File: src/rtl/assert_macros.svh
// Assertion macros for the RTL of the page run allocator.
`ifndef ASSERT_MACROS_SVH
`define ASSERT_MACROS_SVH

// Same-cycle implication, checked on every rising clk edge outside reset.
`define ASSERT_IMPL(label, ante, cons, msg) \
  label: assert property (@(posedge clk) disable iff (rst) (ante) |-> (cons)) \
    else $error(msg);

// Next-cycle implication, checked on every rising clk edge outside reset.
`define ASSERT_NEXT(label, ante, cons, msg) \
  label: assert property (@(posedge clk) disable iff (rst) (ante) |=> (cons)) \
    else $error(msg);

`endif

File: src/rtl/cpra_ram.sv
// Generic single-write, single-read RAM with registered read data.
`timescale 1ns / 1ps

module cpra_ram #(
  parameter int WIDTH = 2,
  parameter int DEPTH = 2048
) (
  input  logic                     clk,
  input  logic                     we,
  input  logic [$clog2(DEPTH)-1:0] waddr,
  input  logic [WIDTH-1:0]         wdata,
  input  logic [$clog2(DEPTH)-1:0] raddr,
  output logic [WIDTH-1:0]         rdata
);

  logic [WIDTH-1:0] mem [DEPTH];

  always_ff @(posedge clk) begin
    if (we) begin
      mem[waddr] <= wdata;
    end
    rdata <= mem[raddr];
  end

endmodule

File: config.mk
export PLATFORM = sky130hd
export DESIGN_NAME = cpra_ram
export DESIGN_NICKNAME = d
export VERILOG_FILES = /design/src/rtl/assert_macros.svh /design/src/rtl/cpra_ram.sv
export SDC_FILE = /design/constraint.sdc
export NUM_CORES = 2
export LEC_CHECK = 0
export BUFFER_PORTS_ARGS = -buffer_cell sky130_fd_sc_hd__buf_2
export CORE_ASPECT_RATIO = 1.25
export CORE_MARGIN = 2
export CORE_UTILIZATION = 55
export DETAILED_ROUTE_END_ITERATION = 8
export HOLD_SLACK_MARGIN = 0.1
export PLACE_DENSITY = 0.7
export SLEW_MARGIN = 20
export SYNTH_ARGS = -nofsm -noshare
export SYNTH_HDL_FRONTEND = slang
export SYNTH_SLANG_ARGS = --single-unit
File: constraint.sdc
create_clock -name clk -period 7.3 [get_ports clk]
set_input_delay 1.825 -clock clk [delete_from_list [all_inputs] [get_ports clk]]
set_output_delay 1.825 -clock clk [all_outputs]
set_load 0.02 [all_outputs]
======== Word-level counts from Yosys, hierarchy flattened ========
Memory sizes are Yosys's and may differ from the RTL's. A register that Yosys moved wholly into a read port is not among the register bits.
Cells that the tools add are included.
cells by class
  add/subtract/negate cells ............... 0
  multipliers ............................. 0
  div/mod/pow operators ................... 0
  magnitude comparators ................... 0
  eq/ne operators ......................... 0
  shift operators ......................... 0
  multiplexer cells ....................... 2
  bitwise gates (word level) .............. 0
  reductions and logical operators ........ 0
operators with widths
  kind    number
  $mux 1  2
word-level totals
  register bits after elaboration ......... 0
  latch bits .............................. 0
  RAM bits ................................ 4,096
  memory bits (read-only) ................. 0
  input bits .............................. 26
  output and inout port bits .............. 2
  logic and storage cells ................. 3
  memories kept ........................... 1
memories
  memory  words  width  read ports  clocked after Yosys merged registers in  wr ports  RTL line        source
  mem     2,048  2      1           1                                        1         cpra_ram.sv:16  logic [WIDTH-1:0] mem [DEPTH];

======== Logic depth before layout (Yosys ltp) ========
  depth after elaboration ................. 2
  gate-level depth with buffers ........... 16

======== Worst setup path after synthesis ========
No wires, ideal clock.
  kind .................................... in2reg
  from .................................... input raddr[1]
  to ...................................... register rdata[0], read port of mem
  library setup time ...................... 0.127 ns
  arrival ................................. 4.040 ns
  data required time ...................... 7.173 ns
  setup slack ............................. 3.133 ns
  stages on the path ...................... 11
  buffers on the path ..................... 4
  cell sequence ........................... buf_6 buf_4 buf_2 clkbuf_1 mux4_2 mux4_2 mux2i_1 a21oi_1 nand4_1 o41ai_1 or3_1
RTL lines
  item             RTL line        source
  start, declared  cpra_ram.sv:12  input logic [$clog2(DEPTH)-1:0] raddr,
  end, declared    cpra_ram.sv:13  output logic [WIDTH-1:0] rdata

==> flow_summary.ini <==
[routing]
routed-via-count = 97994
drc = 0
routed_wl_microns = 499000
first_pass_iters = 6
drt_iter0_markers = 15215
average_wire_per_cell_in_the_routed_design_microns = 34.6
final_antenna_net_count = 0
via_per_inst = 6.79

[setup_path]
crit_required_ns = 8.19
critPathCaptureType = flop
cp_slowest_cell = a2111oi_1
crit_fanout = 20
timing.rr.start = mem[1375][0]$_DFFE_PP_
crit_chain = buf_2 > buf_4 > or4b_1 > buf_4 > a21oi_1 > o21ai_0 > nand4_1 > a2111oi_1 > a211oi_1 > o41ai_1 > or3_1
cp-start-kind = input pin
setup.worst_path.start = raddr[3]
cp_slowest_stage_delay_ns = 0.91
path_class = in -> reg
timing.critical_path.arrival_ns = 6.65
cpMostUsedCell = buf_4

[yosys]
top_cell_type_by_total_area_after_synthesis = edfxtp_1
synth_enable_flop_cells = 4096
synthesis.area_per_instance_sq_um = 16.6
synth.area.top_cells = edfxtp_1 73%, mux4_2 8.2%, nor2_1 4.9%, mux2i_1 4.7%, o221ai_1 1.3%
synth_most_common_cell = edfxtp_1
post_synth_xor_area_fraction = 0
asyncSetResetFlopFracSynth = 0
synth_compound_area_frac = 0.0378
simple_gate_fraction_of_synth_area = 0.0687
synth_area_in_adders = 0
synth_top_family_by_area = multiplexers
synth.top_cell.area_share = 0.729
distinct_cell_type_count_of_the_synthesized_netlist = 81
ys_top_cells_by_count = 4096 x edfxtp_1, 2181 x nor2_1, 798 x mux2i_1
ys_seq_area_frac = 0.729
syn_nets = 10200
synthesis.instances = 10174
post_synth_instance_area_sq_um = 169000
yosys_register_bits = 4098
synthFlopType = edfxtp_1
synthesis.yosys.warnings = 0
synth.mux.area_fraction = 0.135

[timing]
slew_headroom = 0.101
rsz0062_at_grt = false
fin_tns_setup_ns = 0
layout_min_cycle_time_ns = 5.76
timing_limited_maximum_frequency_mhz = 174
worst_slew_pin_tran_ns = 1.35
report.final.slew_viol_count = 0
final.period_utilization = 0.789
clock-skew-final_ns = 0.0807
post-route-worst-setup-slack_ns = 1.54
setup_viol_count_final = 0
finalHoldViolCount = 0

[clock_tree]
holdBufCountCts = 0
count_of_cells_resized_by_post_cts_repair = 0
latest_clock_arrival_within_the_worst_skew_pair_ns = 0.95
cts_buffer_depth = 4
cts.reportedPaths.clkPinSlew_ns = 0.06
htree_levels = 5
cts_setup_buffers = 0
tritoncts.num_buffers = 393
ctsRootBufferMaster = clkbuf_16
numClockSinks = 4098
cts_tree = built

[layout]
finalCoreUtilization = 0.609
design.final.nets = 10112
finish.cell_count_without_fillers = 14432
area_growth_syn_to_layout_pct = 10.2
post_route_cells_drive_above_1_share = 0.162
fill_cell_instance_count_of_the_final_layout = 21828

[power]
p_total_w = 0.0489
power.density_cell_area_nw_per_um2 = 263
p_int_w = 0.0384
clock_power_share = 0.421
power.switching_fraction = 0.215
pwr-share-seq = 0.530
pwr-share-comb = 0.049
cellLeakagePower_nw = 57.5
p_switching_w = 0.0105
vdd_ir_drop_max_v = 0.000234

[die]
floorplan.die_area_sq_um = 311000
core_sq_um = 306000
io_pins = 28
row_count = 227
fp.dieW_microns = 499
die_height_microns = 623
floorplan.initialDensity = 0.552

[global_routing]
gr-total-overflow = 0
groute.usage.overall = 0.317
grt_pass1_wl_microns = 702000
number_of_global_route_vias_before_repair = 98504
antenna_found_initial = 31
largest_net_degree_at_the_start_of_global_routing = 235

[place]
placement.setup.worst_slack_ns = 0.777
io_buffer_count = 27
finalWeightedCongestion = 0.945
dp.cells = 13697
dp_hpwl_microns = 296000

[hold_path]
worstHoldPathType = reg -> reg
hp-start = mem[246][0]$_DFFE_PP_

[status]
outcome = finished, final reports clean

[job]
cap_viol_max_count = 0
-- per-stage QoR --
stage | hold WS (ns) | cell area, sq um
after global placement | 1.10 | 173000
final | 1.15 | 186000
after detailed placement | 1.11 | 173000
after CTS | 1.13 | 186000
after global routing | 1.28 | 186000
after floorplan | 0.941 | 169000
-- worst max-delay path: cells and delay by family --
| kind | cells | cell delay (ns) |
|---|---|---|
| compound gates | 5 | 2.35 |
| buf+inv | 3 | 1.38 |
| simple gates | 3 | 1.07 |
-- area by class of cell --
cell class | instances | area, sq um | share of cell area
diodes | 23 | 57.6 | 0.000309
clock buffers | 463 | 10200 | 0.0547
clock inverters | 248 | 2650 | 0.0142
inverters | 4 | 27.5 | 0.000148
multi-input cells | 5219 | 41400 | 0.222
flip-flops and latches | 4098 | 123000 | 0.662
well taps | 4007 | 5010 | 0.0270
repair buffers | 370 | 3670 | 0.0197
-- worst paths after layout --
path / slack, ns / end / depth (start not counted)
setup / recovery: 1.54 / rdata[0]$_DFF_P_ / 11
setup reg to reg: 3.76 / rdata[0]$_DFF_P_ / 7
hold / removal: 1.15 / rdata[0]$_DFF_P_ / 6
hold reg to reg: 1.15 / rdata[0]$_DFF_P_ / 6
-- cell families (layout without fill, tap and decap cells) --
logic type | after synthesis | count (layout)
mux | 1459 | 1459
compound gates | 910 | 910
flops | 4098 | 4098
other cells | 0 | 23
buf+inv | 857 | 1085
simple gates | 2850 | 2850
-- power groups by stage --
stage / Sequential (W) / Combinational (W) / Clock (W)
floorplan: 0.0264 / 0.00129 / 0
global placement: 0.0264 / 0.00231 / 0
detailed placement: 0.0264 / 0.00235 / 0
CTS: 0.0259 / 0.00236 / 0.0206
global route: 0.0259 / 0.00247 / 0.0215
finish: 0.0259 / 0.00241 / 0.0206
-- registers in the layout, indices dropped and copies added, names as in the netlist --
name / count
mem: 4096
rdata: 2
-- per-layer routing --
metal | share of wire | global-route usage | routed length, microns
met1 | 0.33 | 0.394 | 167000
met2 | 0.48 | 0.510 | 239000
met3 | 0.11 | 0.0662 | 55800
met4 | 0.074 | 0.199 | 36800
met5 | 0.00015 | 0 | 77
-- placed cells by master (no fill, tap or decap), drive strengths merged, types with 11 or more instances in the layout --
| cell type | count |
|---|---|
| nor4 | 61 |
| nand4 | 26 |
| nand2 | 230 |
| a211oi | 63 |
| mux2i | 798 |
| o22ai | 178 |
| a21oi | 149 |
| o21ai | 123 |
| nor2b | 12 |
| and2 | 20 |
| nor3 | 164 |
| nor2 | 2181 |
| or3 | 11 |
| buf | 370 |
| diode | 23 |
| nand3 | 81 |
| o31ai | 15 |
| clkbuf | 463 |
| edfxtp | 4096 |
| mux4 | 639 |
| and3 | 11 |
| inv | 16 |
| bufinv | 50 |
| clkinv | 173 |
| a2111oi | 28 |
| or4 | 11 |
| o221ai | 254 |
| clkinvlp | 13 |
| a31oi | 19 |
| mux2 | 22 |
No activity file was read; power rests on OpenSTA's default activity.
